File: src/rtl/bal_pkg.sv
// Shared types, constants and helpers for the bounded array list unit.
// Depends on nothing; the engine and top level refer to it by scoped names, the testbench imports it.
package bal_pkg;

    // Storage geometry
    localparam int MAX_DEPTH = 64;
    localparam int ADDR_W    = $clog2(MAX_DEPTH);
    localparam int CNT_W     = $clog2(MAX_DEPTH + 1);
    localparam int POS_W     = 7;
    localparam int CAP_W     = 7;
    localparam int CMP_W     = (CNT_W > POS_W) ? CNT_W : POS_W;
    localparam int WORD_W    = 32;
    localparam int PADDR_W   = 3;
    localparam int PDATA_W   = 32;

    // Operation codes
    localparam logic [2:0] OP_APPEND = 3'd0;
    localparam logic [2:0] OP_INSERT = 3'd1;
    localparam logic [2:0] OP_DELETE = 3'd2;
    localparam logic [2:0] OP_EDIT   = 3'd3;
    localparam logic [2:0] OP_READ   = 3'd4;

    // Status codes
    localparam logic [1:0] ST_OK        = 2'd0;
    localparam logic [1:0] ST_BAD_INDEX = 2'd1;
    localparam logic [1:0] ST_OVERFLOW  = 2'd2;

    // Register index of the capacity register
    localparam logic REG_CAPACITY = 1'b0;

    typedef struct packed {
        logic [2:0]              operation;
        logic [POS_W-1:0]        position;
        logic signed [WORD_W-1:0] word_in;
    } req_t;

    typedef struct packed {
        logic [1:0]              status;
        logic signed [WORD_W-1:0] read_value;
        logic [6:0]              entry_count;
        logic                    is_full;
        logic                    is_empty;
    } rsp_t;

    // Configuration seen by the list engine
    typedef struct packed {
        logic             clear;
        logic [CNT_W-1:0] capacity;
    } cfg_t;

    // Map a written capacity onto 1..MAX_DEPTH
    function automatic logic [CNT_W-1:0] clamp_cap(input logic [CAP_W-1:0] v);
        logic [CNT_W-1:0] r;
        if (v == '0)
            r = CNT_W'(1);
        else if (CMP_W'(v) > CMP_W'(MAX_DEPTH))
            r = CNT_W'(MAX_DEPTH);
        else
            r = CNT_W'(v);
        return r;
    endfunction

endpackage

File: src/rtl/bounded_array_list_unit.sv
// Top level of the bounded array list unit: APB capacity register and the
// list engine with its entry RAM.
// Depends on bal_pkg and bal_engine.
//
// Usage:
//   Request channel (req_valid/req_ready/req) carries one operation word:
//   append, insert, delete, edit or read. Response channel
//   (rsp_valid/rsp_ready/rsp) returns exactly one word per request with the
//   status, the value read (-1 otherwise), the entry count and full/empty.
//   Requests are handled one at a time; the next word is accepted only after
//   the response of the last one is loaded. Rejected requests, unused codes
//   and a delete of the last entry go straight to the response; append, edit
//   and read pass one RAM access first; insert and delete first shift the
//   entries between the position and the end, since the entry RAM moves one
//   entry per cycle through its single write port. The worst case is an
//   insert at the front of 63 entries.
//   Reset empties the list and sets the capacity to 64 (clamped to the
//   storage depth); the entries themselves are not cleared.
//   A write to the capacity register (address 0) clamps the value to
//   1..depth and empties the list; write it only while the unit is idle.
//   A stalled response is held in the output register; the next request is
//   still accepted and processed, and waits at its end for the register.
module bounded_array_list_unit (
    input  logic                          clk,
    input  logic                          rst_n,
    input  logic                          req_valid,
    output logic                          req_ready,
    input  bal_pkg::req_t                 req,
    output logic                          rsp_valid,
    input  logic                          rsp_ready,
    output bal_pkg::rsp_t                 rsp,
    input  logic                          psel,
    input  logic                          penable,
    input  logic                          pwrite,
    input  logic [bal_pkg::PADDR_W-1:0]   paddr,
    input  logic [bal_pkg::PDATA_W-1:0]   pwdata,
    output logic [bal_pkg::PDATA_W-1:0]   prdata,
    output logic                          pready
);

    logic [bal_pkg::CNT_W-1:0] cap_reg, cap_next;
    logic                      cap_write;
    bal_pkg::cfg_t             cfg;

    assign pready    = 1'b1;
    assign cap_write = psel && penable && pwrite && (paddr[2] == bal_pkg::REG_CAPACITY);

    // Clamp the written capacity
    always_comb
    begin
        cap_next = cap_reg;
        if (cap_write)
            cap_next = bal_pkg::clamp_cap(pwdata[bal_pkg::CAP_W-1:0]);
    end

    always_ff @(posedge clk or negedge rst_n)
    begin
        if (!rst_n)
            cap_reg <= bal_pkg::clamp_cap(bal_pkg::CAP_W'(64));
        else
            cap_reg <= cap_next;
    end

    // Read back the capacity; other addresses read zero
    always_comb
    begin
        prdata = '0;
        if (paddr[2] == bal_pkg::REG_CAPACITY)
            prdata = bal_pkg::PDATA_W'(cap_reg);
    end

    assign cfg.clear    = cap_write;
    assign cfg.capacity = cap_reg;

    bal_engine u_engine (
        .clk       (clk),
        .rst_n     (rst_n),
        .cfg       (cfg),
        .req_valid (req_valid),
        .req_ready (req_ready),
        .req       (req),
        .rsp_valid (rsp_valid),
        .rsp_ready (rsp_ready),
        .rsp       (rsp)
    );

endmodule

File: src/rtl/bal_ram.sv
// Generic single-write, single-read synchronous RAM with registered read.
// Depends on nothing.
module bal_ram #(
    parameter int WIDTH = 32,
    parameter int DEPTH = 64
) (
    input  logic                     clk,
    input  logic                     we,
    input  logic [$clog2(DEPTH)-1:0] waddr,
    input  logic [WIDTH-1:0]         wdata,
    input  logic                     re,
    input  logic [$clog2(DEPTH)-1:0] raddr,
    output logic [WIDTH-1:0]         rdata
);

    logic [WIDTH-1:0] mem [DEPTH];

    // Write port
    always_ff @(posedge clk)
    begin
        if (we)
        begin
            mem[waddr] <= wdata;
        end
    end

    // Registered read port, holds when not enabled
    always_ff @(posedge clk)
    begin
        if (re)
        begin
            rdata <= mem[raddr];
        end
    end

endmodule

File: src/rtl/bal_engine.sv
// List sequencer: checks each request, shifts entries through the entry RAM
// one per cycle, keeps the fill count and drives the response register.
// Depends on bal_pkg and bal_ram.
module bal_engine (
    input  logic          clk,
    input  logic          rst_n,
    input  bal_pkg::cfg_t cfg,
    input  logic          req_valid,
    output logic          req_ready,
    input  bal_pkg::req_t req,
    output logic          rsp_valid,
    input  logic          rsp_ready,
    output bal_pkg::rsp_t rsp
);

    typedef enum logic [5:0] {
        S_IDLE   = 6'b000001,
        S_WRITE  = 6'b000010,
        S_PRIME  = 6'b000100,
        S_SHIFT  = 6'b001000,
        S_RDWAIT = 6'b010000,
        S_DONE   = 6'b100000
    } state_t;

    state_t                          state_reg, state_next;
    logic [bal_pkg::CNT_W-1:0]       count_reg, count_next;
    logic [bal_pkg::ADDR_W-1:0]      ptr_reg, ptr_next;
    logic [2:0]                      op_reg, op_next;
    logic [bal_pkg::POS_W-1:0]       pos_reg, pos_next;
    logic [bal_pkg::WORD_W-1:0]      word_reg, word_next;
    logic [1:0]                      status_reg, status_next;
    logic                            rsp_valid_reg, rsp_valid_next;
    bal_pkg::rsp_t                   rsp_reg, rsp_next;

    logic                            ram_we, ram_re;
    logic [bal_pkg::ADDR_W-1:0]      ram_waddr, ram_raddr;
    logic [bal_pkg::WORD_W-1:0]      ram_wdata, ram_rdata;

    logic                            accept, full;
    logic [bal_pkg::CMP_W-1:0]       pos_c, cnt_c, ptr_c, posr_c;
    logic [1:0]                      chk_status;

    assign accept    = req_valid && req_ready;
    assign req_ready = (state_reg == S_IDLE);
    assign rsp_valid = rsp_valid_reg;
    assign rsp       = rsp_reg;

    assign full   = (count_reg >= cfg.capacity);
    assign pos_c  = bal_pkg::CMP_W'(req.position);
    assign posr_c = bal_pkg::CMP_W'(pos_reg);
    assign cnt_c  = bal_pkg::CMP_W'(count_reg);
    assign ptr_c  = bal_pkg::CMP_W'(ptr_reg);

    // Check the incoming request; a bad index outranks overflow
    always_comb
    begin
        chk_status = bal_pkg::ST_OK;
        case (req.operation)
            bal_pkg::OP_APPEND:
            begin
                if (full)
                    chk_status = bal_pkg::ST_OVERFLOW;
            end
            bal_pkg::OP_INSERT:
            begin
                if (pos_c > cnt_c)
                    chk_status = bal_pkg::ST_BAD_INDEX;
                else if (full)
                    chk_status = bal_pkg::ST_OVERFLOW;
            end
            bal_pkg::OP_DELETE, bal_pkg::OP_EDIT, bal_pkg::OP_READ:
            begin
                if (pos_c >= cnt_c)
                    chk_status = bal_pkg::ST_BAD_INDEX;
            end
            default:
            begin
                chk_status = bal_pkg::ST_OK;
            end
        endcase
    end

    // Sequence one request: check, shift, write, report
    always_comb
    begin
        state_next     = state_reg;
        count_next     = count_reg;
        ptr_next       = ptr_reg;
        op_next        = op_reg;
        pos_next       = pos_reg;
        word_next      = word_reg;
        status_next    = status_reg;
        rsp_valid_next = rsp_valid_reg;
        rsp_next       = rsp_reg;
        ram_we         = 1'b0;
        ram_waddr      = ptr_reg;
        ram_wdata      = word_reg;
        ram_re         = 1'b0;
        ram_raddr      = ptr_reg;

        // Drop the response once taken
        if (rsp_valid_reg && rsp_ready)
            rsp_valid_next = 1'b0;

        case (state_reg)
            S_IDLE:
            begin
                if (accept)
                begin
                    op_next     = req.operation;
                    pos_next    = req.position;
                    word_next   = req.word_in;
                    status_next = chk_status;
                    state_next  = S_DONE;
                    if (chk_status == bal_pkg::ST_OK)
                    begin
                        case (req.operation)
                            bal_pkg::OP_APPEND:
                            begin
                                ptr_next   = bal_pkg::ADDR_W'(count_reg);
                                state_next = S_WRITE;
                            end
                            bal_pkg::OP_EDIT:
                            begin
                                ptr_next   = bal_pkg::ADDR_W'(req.position);
                                state_next = S_WRITE;
                            end
                            bal_pkg::OP_READ:
                            begin
                                state_next = S_RDWAIT;
                            end
                            bal_pkg::OP_INSERT:
                            begin
                                if (pos_c == cnt_c)
                                begin
                                    ptr_next   = bal_pkg::ADDR_W'(req.position);
                                    state_next = S_WRITE;
                                end
                                else
                                begin
                                    ptr_next   = bal_pkg::ADDR_W'(count_reg);
                                    state_next = S_PRIME;
                                end
                            end
                            bal_pkg::OP_DELETE:
                            begin
                                // Last entry goes without a shift
                                if (pos_c + bal_pkg::CMP_W'(1) == cnt_c)
                                    count_next = count_reg - bal_pkg::CNT_W'(1);
                                else
                                begin
                                    ptr_next   = bal_pkg::ADDR_W'(req.position);
                                    state_next = S_PRIME;
                                end
                            end
                            default:
                            begin
                                state_next = S_DONE;
                            end
                        endcase
                    end
                end
            end

            S_PRIME:
            begin
                // Fetch the first neighbor to move
                ram_re = 1'b1;
                if (op_reg == bal_pkg::OP_INSERT)
                    ram_raddr = ptr_reg - bal_pkg::ADDR_W'(1);
                else
                    ram_raddr = ptr_reg + bal_pkg::ADDR_W'(1);
                state_next = S_SHIFT;
            end

            S_SHIFT:
            begin
                // Move one entry; the next read is two away from the write
                ram_we    = 1'b1;
                ram_wdata = ram_rdata;
                if (op_reg == bal_pkg::OP_INSERT)
                begin
                    if (ptr_c - bal_pkg::CMP_W'(1) == posr_c)
                    begin
                        ptr_next   = bal_pkg::ADDR_W'(pos_reg);
                        state_next = S_WRITE;
                    end
                    else
                    begin
                        ram_re     = 1'b1;
                        ram_raddr  = ptr_reg - bal_pkg::ADDR_W'(2);
                        ptr_next   = ptr_reg - bal_pkg::ADDR_W'(1);
                    end
                end
                else
                begin
                    if (ptr_c + bal_pkg::CMP_W'(2) == cnt_c)
                    begin
                        count_next = count_reg - bal_pkg::CNT_W'(1);
                        state_next = S_DONE;
                    end
                    else
                    begin
                        ram_re     = 1'b1;
                        ram_raddr  = ptr_reg + bal_pkg::ADDR_W'(2);
                        ptr_next   = ptr_reg + bal_pkg::ADDR_W'(1);
                    end
                end
            end

            S_WRITE:
            begin
                // Store the request word; append and insert grow the list
                ram_we = 1'b1;
                if (op_reg != bal_pkg::OP_EDIT)
                    count_next = count_reg + bal_pkg::CNT_W'(1);
                state_next = S_DONE;
            end

            S_RDWAIT:
            begin
                ram_re     = 1'b1;
                ram_raddr  = bal_pkg::ADDR_W'(pos_reg);
                state_next = S_DONE;
            end

            S_DONE:
            begin
                // Load the response register when it is free or being taken
                if (!rsp_valid_reg || rsp_ready)
                begin
                    rsp_valid_next       = 1'b1;
                    rsp_next.status      = status_reg;
                    rsp_next.read_value  = '1;
                    if (op_reg == bal_pkg::OP_READ && status_reg == bal_pkg::ST_OK)
                        rsp_next.read_value = ram_rdata;
                    rsp_next.entry_count = 7'(count_reg);
                    rsp_next.is_full     = (count_reg >= cfg.capacity);
                    rsp_next.is_empty    = (count_reg == '0);
                    state_next           = S_IDLE;
                end
            end

            default:
            begin
                state_next = S_IDLE;
            end
        endcase

        // A capacity write empties the list
        if (cfg.clear)
            count_next = '0;
    end

    // Control registers
    always_ff @(posedge clk or negedge rst_n)
    begin
        if (!rst_n)
        begin
            state_reg     <= S_IDLE;
            count_reg     <= '0;
            rsp_valid_reg <= 1'b0;
        end
        else
        begin
            state_reg     <= state_next;
            count_reg     <= count_next;
            rsp_valid_reg <= rsp_valid_next;
        end
    end

    // Payload registers
    always_ff @(posedge clk)
    begin
        ptr_reg    <= ptr_next;
        op_reg     <= op_next;
        pos_reg    <= pos_next;
        word_reg   <= word_next;
        status_reg <= status_next;
        rsp_reg    <= rsp_next;
    end

    bal_ram #(
        .WIDTH (bal_pkg::WORD_W),
        .DEPTH (bal_pkg::MAX_DEPTH)
    ) u_store (
        .clk   (clk),
        .we    (ram_we),
        .waddr (ram_waddr),
        .wdata (ram_wdata),
        .re    (ram_re),
        .raddr (ram_raddr),
        .rdata (ram_rdata)
    );

    // The list never holds more than the capacity allows
    a_count_bound: assert property (@(posedge clk) disable iff (!rst_n)
        count_reg <= cfg.capacity)
        else $error("fill count above capacity");

    // A shift never reads the entry it writes in the same cycle
    a_no_overlap: assert property (@(posedge clk) disable iff (!rst_n)
        (ram_we && ram_re) |-> (ram_waddr != ram_raddr))
        else $error("shift read and write hit the same entry");

    // Shifting starts only after the first neighbor was fetched
    a_shift_primed: assert property (@(posedge clk) disable iff (!rst_n)
        (state_reg == S_SHIFT) |-> ($past(state_reg) == S_PRIME || $past(state_reg) == S_SHIFT))
        else $error("shift without a primed read");

endmodule

File: config.mk
export PLATFORM = sky130hd
export DESIGN_NAME = bounded_array_list_unit
export DESIGN_NICKNAME = d
export VERILOG_FILES = /design/src/rtl/bal_pkg.sv /design/src/rtl/bounded_array_list_unit.sv /design/src/rtl/bal_ram.sv /design/src/rtl/bal_engine.sv
export SDC_FILE = /design/constraint.sdc
export NUM_CORES = 2
export LEC_CHECK = 0
export BUFFER_PORTS_ARGS = -buffer_cell sky130_fd_sc_hd__buf_2
export CORE_MARGIN = 2
export CORE_UTILIZATION = 51
export DETAILED_ROUTE_END_ITERATION = 8
export GPL_TIMING_DRIVEN = 0
export MAX_ROUTING_LAYER = met4
export PLACE_DENSITY = 0.71
export SLEW_MARGIN = 0
export SYNTH_ARGS = -nofsm -noshare
export SYNTH_HDL_FRONTEND = slang
export SYNTH_SLANG_ARGS = --single-unit
File: constraint.sdc
create_clock -name clk -period 11.27 [get_ports clk]
set_input_delay 1.6905 -clock clk [delete_from_list [all_inputs] [get_ports clk]]
set_output_delay 1.6905 -clock clk [all_outputs]
set_load 0.03 [all_outputs]
==> summary.md <==
| Metric | Value |
|---|---|
| Drt drc | 0 |
| Max IR drop VDD | roughly 0.16 mV |
| Failing checks | max-capacitance violations, max-slew violations |
| Comb pwr share | 0.233 |
| Gr ovfl total | 0 |
| Nets@finish | 7121 |
| Antenna violations before repair | 28 |
| Routability congestion estimate | 1.021 |
| Root Driver | clkbuf_16 |
| Clock skew | around 0.08 ns |
| DRT Pass-1 Iters | 6 |
| Wire length per cell | 29.94 um |
| Routed WL | 285500 um |
| Final setup TNS | 0 ns |
| Routed vias | around 60000 |
| Count of final setup violators | 0 |
| Min-delay src | cap_reg[2] |
| Internal power | 0.01461 W |
| Crit path max fanout | 10 |
| Critical path class | reg2reg |
| Pwr/cell area | 212.3 mW/mm2 |
| RSZ-0062 raised after global routing | no |
| Synth Register Bits | 2194 |
| Max reg flops | 2048 |
| Core footprint | 0.1736 mm2 |
| Critical path's top delay family | compound AO/OA/AOI/OAI gates |
| Total die area | 0.1777 mm2 |
| Cells on Worst Hold Path | 2 |
| Boundary pin count | 162 |
| GRT Overall Usage | 0.3248 |
| R2R depth | 14 |
| IO buf count | 108 |
| XOR/XNOR share of the synthesized area | 0.003349 |
| Share of post-route cells with drive strength above 1 | 0.1189 |
| Cells along the critical path | buf_2 > inv_1 > ha_1 > xnor2_1 > nand3_1 > nor4b_4 > a21boi_1 > o221ai_1 > a2111o_1 > buf_2 > clkbuf_1 > a311oi_2 > o41ai_1 > and3_1 |
| H-tree Lvls | 4 |
| Final Slew Violations | 8 |
| Post_cts resized | 0 |
| Crit path capture type | flop |
| Final WS setup | 3.852 ns |
| Delay of the slowest critical-path stage | 1.41 ns |
| Crit path arrival time | ~8 ns |
| First-pass GRT wire length | roughly 400000 um |
| Syn Inst Count | 6574 |
| Fin. Hold Viols | 0 |
| Die Ht | 421.5 um |
| Initial Util | 0.5121 |
| Hold Buf Count CTS | 0 |
| Startpoint types | flop |
| Syn avg cell area | 13.52 um2 |
| Slew of the pin with the lowest slew margin | 1.736 ns |
| Sw frac | 0.3252 |
| LEAKAGE | 34.52 nW |
| Max Cap Violations | 5 |
| Initial DRC count | ~10000 |
| Slowest cell on crit path | o41ai_1 |
| Asr flop ratio synth | 0.009572 |
| Psw | 0.007039 W |
| EDFF count, synth | 2173 |
| DR vias/cell | 6.321 |
| R2R Setup Slk | 3.85 ns |
| Tcrit/Tclk final | 0.6582 |
| Largest family of logic cells by synthesized area | simple AND/OR/NAND/NOR gates |
| Clock power frac | 0.321 |
| RR Startpoint | u_engine.ptr_reg[1] |
| Max Clk Rate | 134.8 MHz |
| Sink Count | roughly 2200 |
| Final Critical Period | 7.418 ns |
| Largest net degree at the start of global routing | between 60 and 70 |
| Status | complete, but fails checks |
| Compound-Gate Fraction of Synth Area | 0.05947 |
| Post-synthesis sequential area ratio | 0.7399 |
| Rel. slew slack | -0.1724 |
| Vias in the first global route | around 57000 |
| Flop pwr share | 0.447 |
| Std-Cell Rows | 153 |
| R2R Path End | u_engine.u_store.rdata[3] |
| Post-detail-place hpwl | 195400 um |
| Register clock-pin slew on the reported worst setup and hold paths | about 0.06 ns |
| Simple logic cell fraction of the synthesized area | 0.1431 |
| CP most frequent cell | buf_2 |
| Postcts setup bufs | 0 |
| CTS tree | done |
| CTS Buf Count | 210 |
| Critical path buffers and inverters | 4 |
| Worst-skew pair later-pin latency | 0.89 ns |
| Setup Slack @ Placement | 4.275 ns |
| Die Width | around 420 um |
| Mapped Area | approximately 0.09 mm2 |
| Synth warnings | 0 |
| Hold Path End | cap_reg[2] |
| WP data required | 11.88 ns |
| Worst Hold Class | reg2reg |
| Syn-to-layout area delta | 14.67% |
| Mux cell area share after synthesis | 0.02560 |
| Primary FF master, synth | edfxtp_1 |
| Number of routed nets with antenna violations | 0 |
| Library cells used by synthesis | 79 |
| Adder-cell area share of the yosys netlist | 0.004025 |
| Maximum clock insertion buffer count | 3 |
-- logic make-up (layout without fill, tap and decap cells) --
group | Yosys count | after routing
multiplexers | 219 | 219
AO/OA/AOI/OAI | 670 | 670
XOR/XNOR | 34 | 34
other | 2 | 56
AND/OR/NAND/NOR | 2924 | 2924
adder cells (fa/ha/maj) | 28 | 28
buffers and inverters | 503 | 1086
flip-flops | 2194 | 2194
-- per-layer routing --
metal | vias to the layer above | share of wire | routed length, um | track usage
met5 | - | 0 | 0 | -
met4 | 0 | 0.065 | 18570 | 0.1820
met3 | 726 | 0.13 | 37360 | 0.09629
met2 | 4180 | 0.43 | 124200 | 0.4599
met1 | 29860 | 0.37 | 105400 | 0.4198
li1 | 25513 | - | - | -
-- worst min-delay path: stages, from the launching register on --
cell     delay, ns
dfrtp_1       0.34
nand2_1       0.05
o21ai_0       0.06
-- area by class of cell --
type / count / area, um2
clock inverters: 121 / 1237
inverters: 20 / 75.07
plain buffers: 483 / 2110
diodes: 30 / 75.07
repair buffers: 199 / 2350
well taps: 2325 / 2909
clock buffers: 263 / 5495
flip-flops and latches: 2194 / 65780
fillers: 13208 / 71680
multi-input cells: 3901 / 21920
-- per-stage QoR --
stage	utilization	total power [W]	cell area (um2)	instances	hold WS, ns
after global routing	0.5870	0.02211	101900	9524	0.5207
after CTS	0.5866	0.02144	101800	9504	0.4873
final	0.5872	0.02165	102000	9536	0.4809
after detailed placement	0.5478	0.01463	95110	9120	0.4727
after global placement	0.5325	0.01447	92450	9031	0.4621
after floorplan	-	0.01228	89000	6598	0.4273
-- layout by cell type, fill, tap and decap left out, types with 65 or more instances in the layout --
| cell | Yosys | layout |
|---|---|---|
| a311oi_1 | 318 | 310 |
| nand2_1 | 1786 | 1753 |
| a21oi_1 | 78 | 78 |
| buf_2 | 106 | 214 |
| edfxtp_1 | 2173 | 2173 |
| clkbuf_1 | 303 | 351 |
| clkbuf_16 | 0 | 211 |
| a31oi_1 | 65 | 65 |
| mux2_2 | 66 | 66 |
| and3_1 | 166 | 166 |
| nand3_1 | 767 | 767 |
| mux2i_1 | 152 | 152 |
-- power groups by stage --
stage	Combinational, W	Clock (W)	Sequential [W]
3_5_place_dp	0.00479	0	0.00984
3_3_place_gp	0.00451	0	0.00996
6_report	0.00504	0.00694	0.00967
5_1_grt	0.00517	0.00727	0.00967
2_1_floorplan	0.00244	0	0.00984
4_1_cts	0.00482	0.00695	0.00967
-- synth_stat cells, drive strengths merged, types with 7 or more instances --
cell type  number  area share
edfxtp       2173        0.73
nand2        1787       0.075
nand3         769       0.043
a311oi        318       0.031
clkbuf        303       0.013
buf           180       0.011
and3          166       0.012
mux2i         152       0.017
nor2           97      0.0042
a21oi          79      0.0045
mux2           67      0.0085
a31oi          65      0.0046
a32oi          63      0.0062
nand2b         41      0.0029
o21ai          34      0.0019
o41ai          31      0.0031
ha             27      0.0038
inv            20     0.00084
xnor2          20      0.0020
dfrtp          19      0.0053
xor2           14      0.0014
a21o           11     0.00093
nor2b          11     0.00077
o211ai         10     0.00084
o21a           10     0.00084
nor4            9     0.00070
a2111oi         8      0.0011
a21boi          7     0.00059
nor3            7     0.00039
-- worst max path at each step --
stage	startpoint	end	depth (start not counted)
6_report	u_engine.ptr_reg[1]	u_engine.u_store.rdata[3]	14
5_1_grt	u_engine.ptr_reg[1]	u_engine.u_store.rdata[2]	14
4_1_cts	u_engine.ptr_reg[1]	u_engine.u_store.rdata[3]	14
3_5_place_dp	u_engine.ptr_reg[1]	u_engine.u_store.rdata[3]	14
3_3_place_gp	u_engine.ptr_reg[1]	u_engine.u_store.rdata[21]	14
2_1_floorplan	req[33]	u_engine.ptr_reg[0]	11
(Power assumes the default switching activity.)
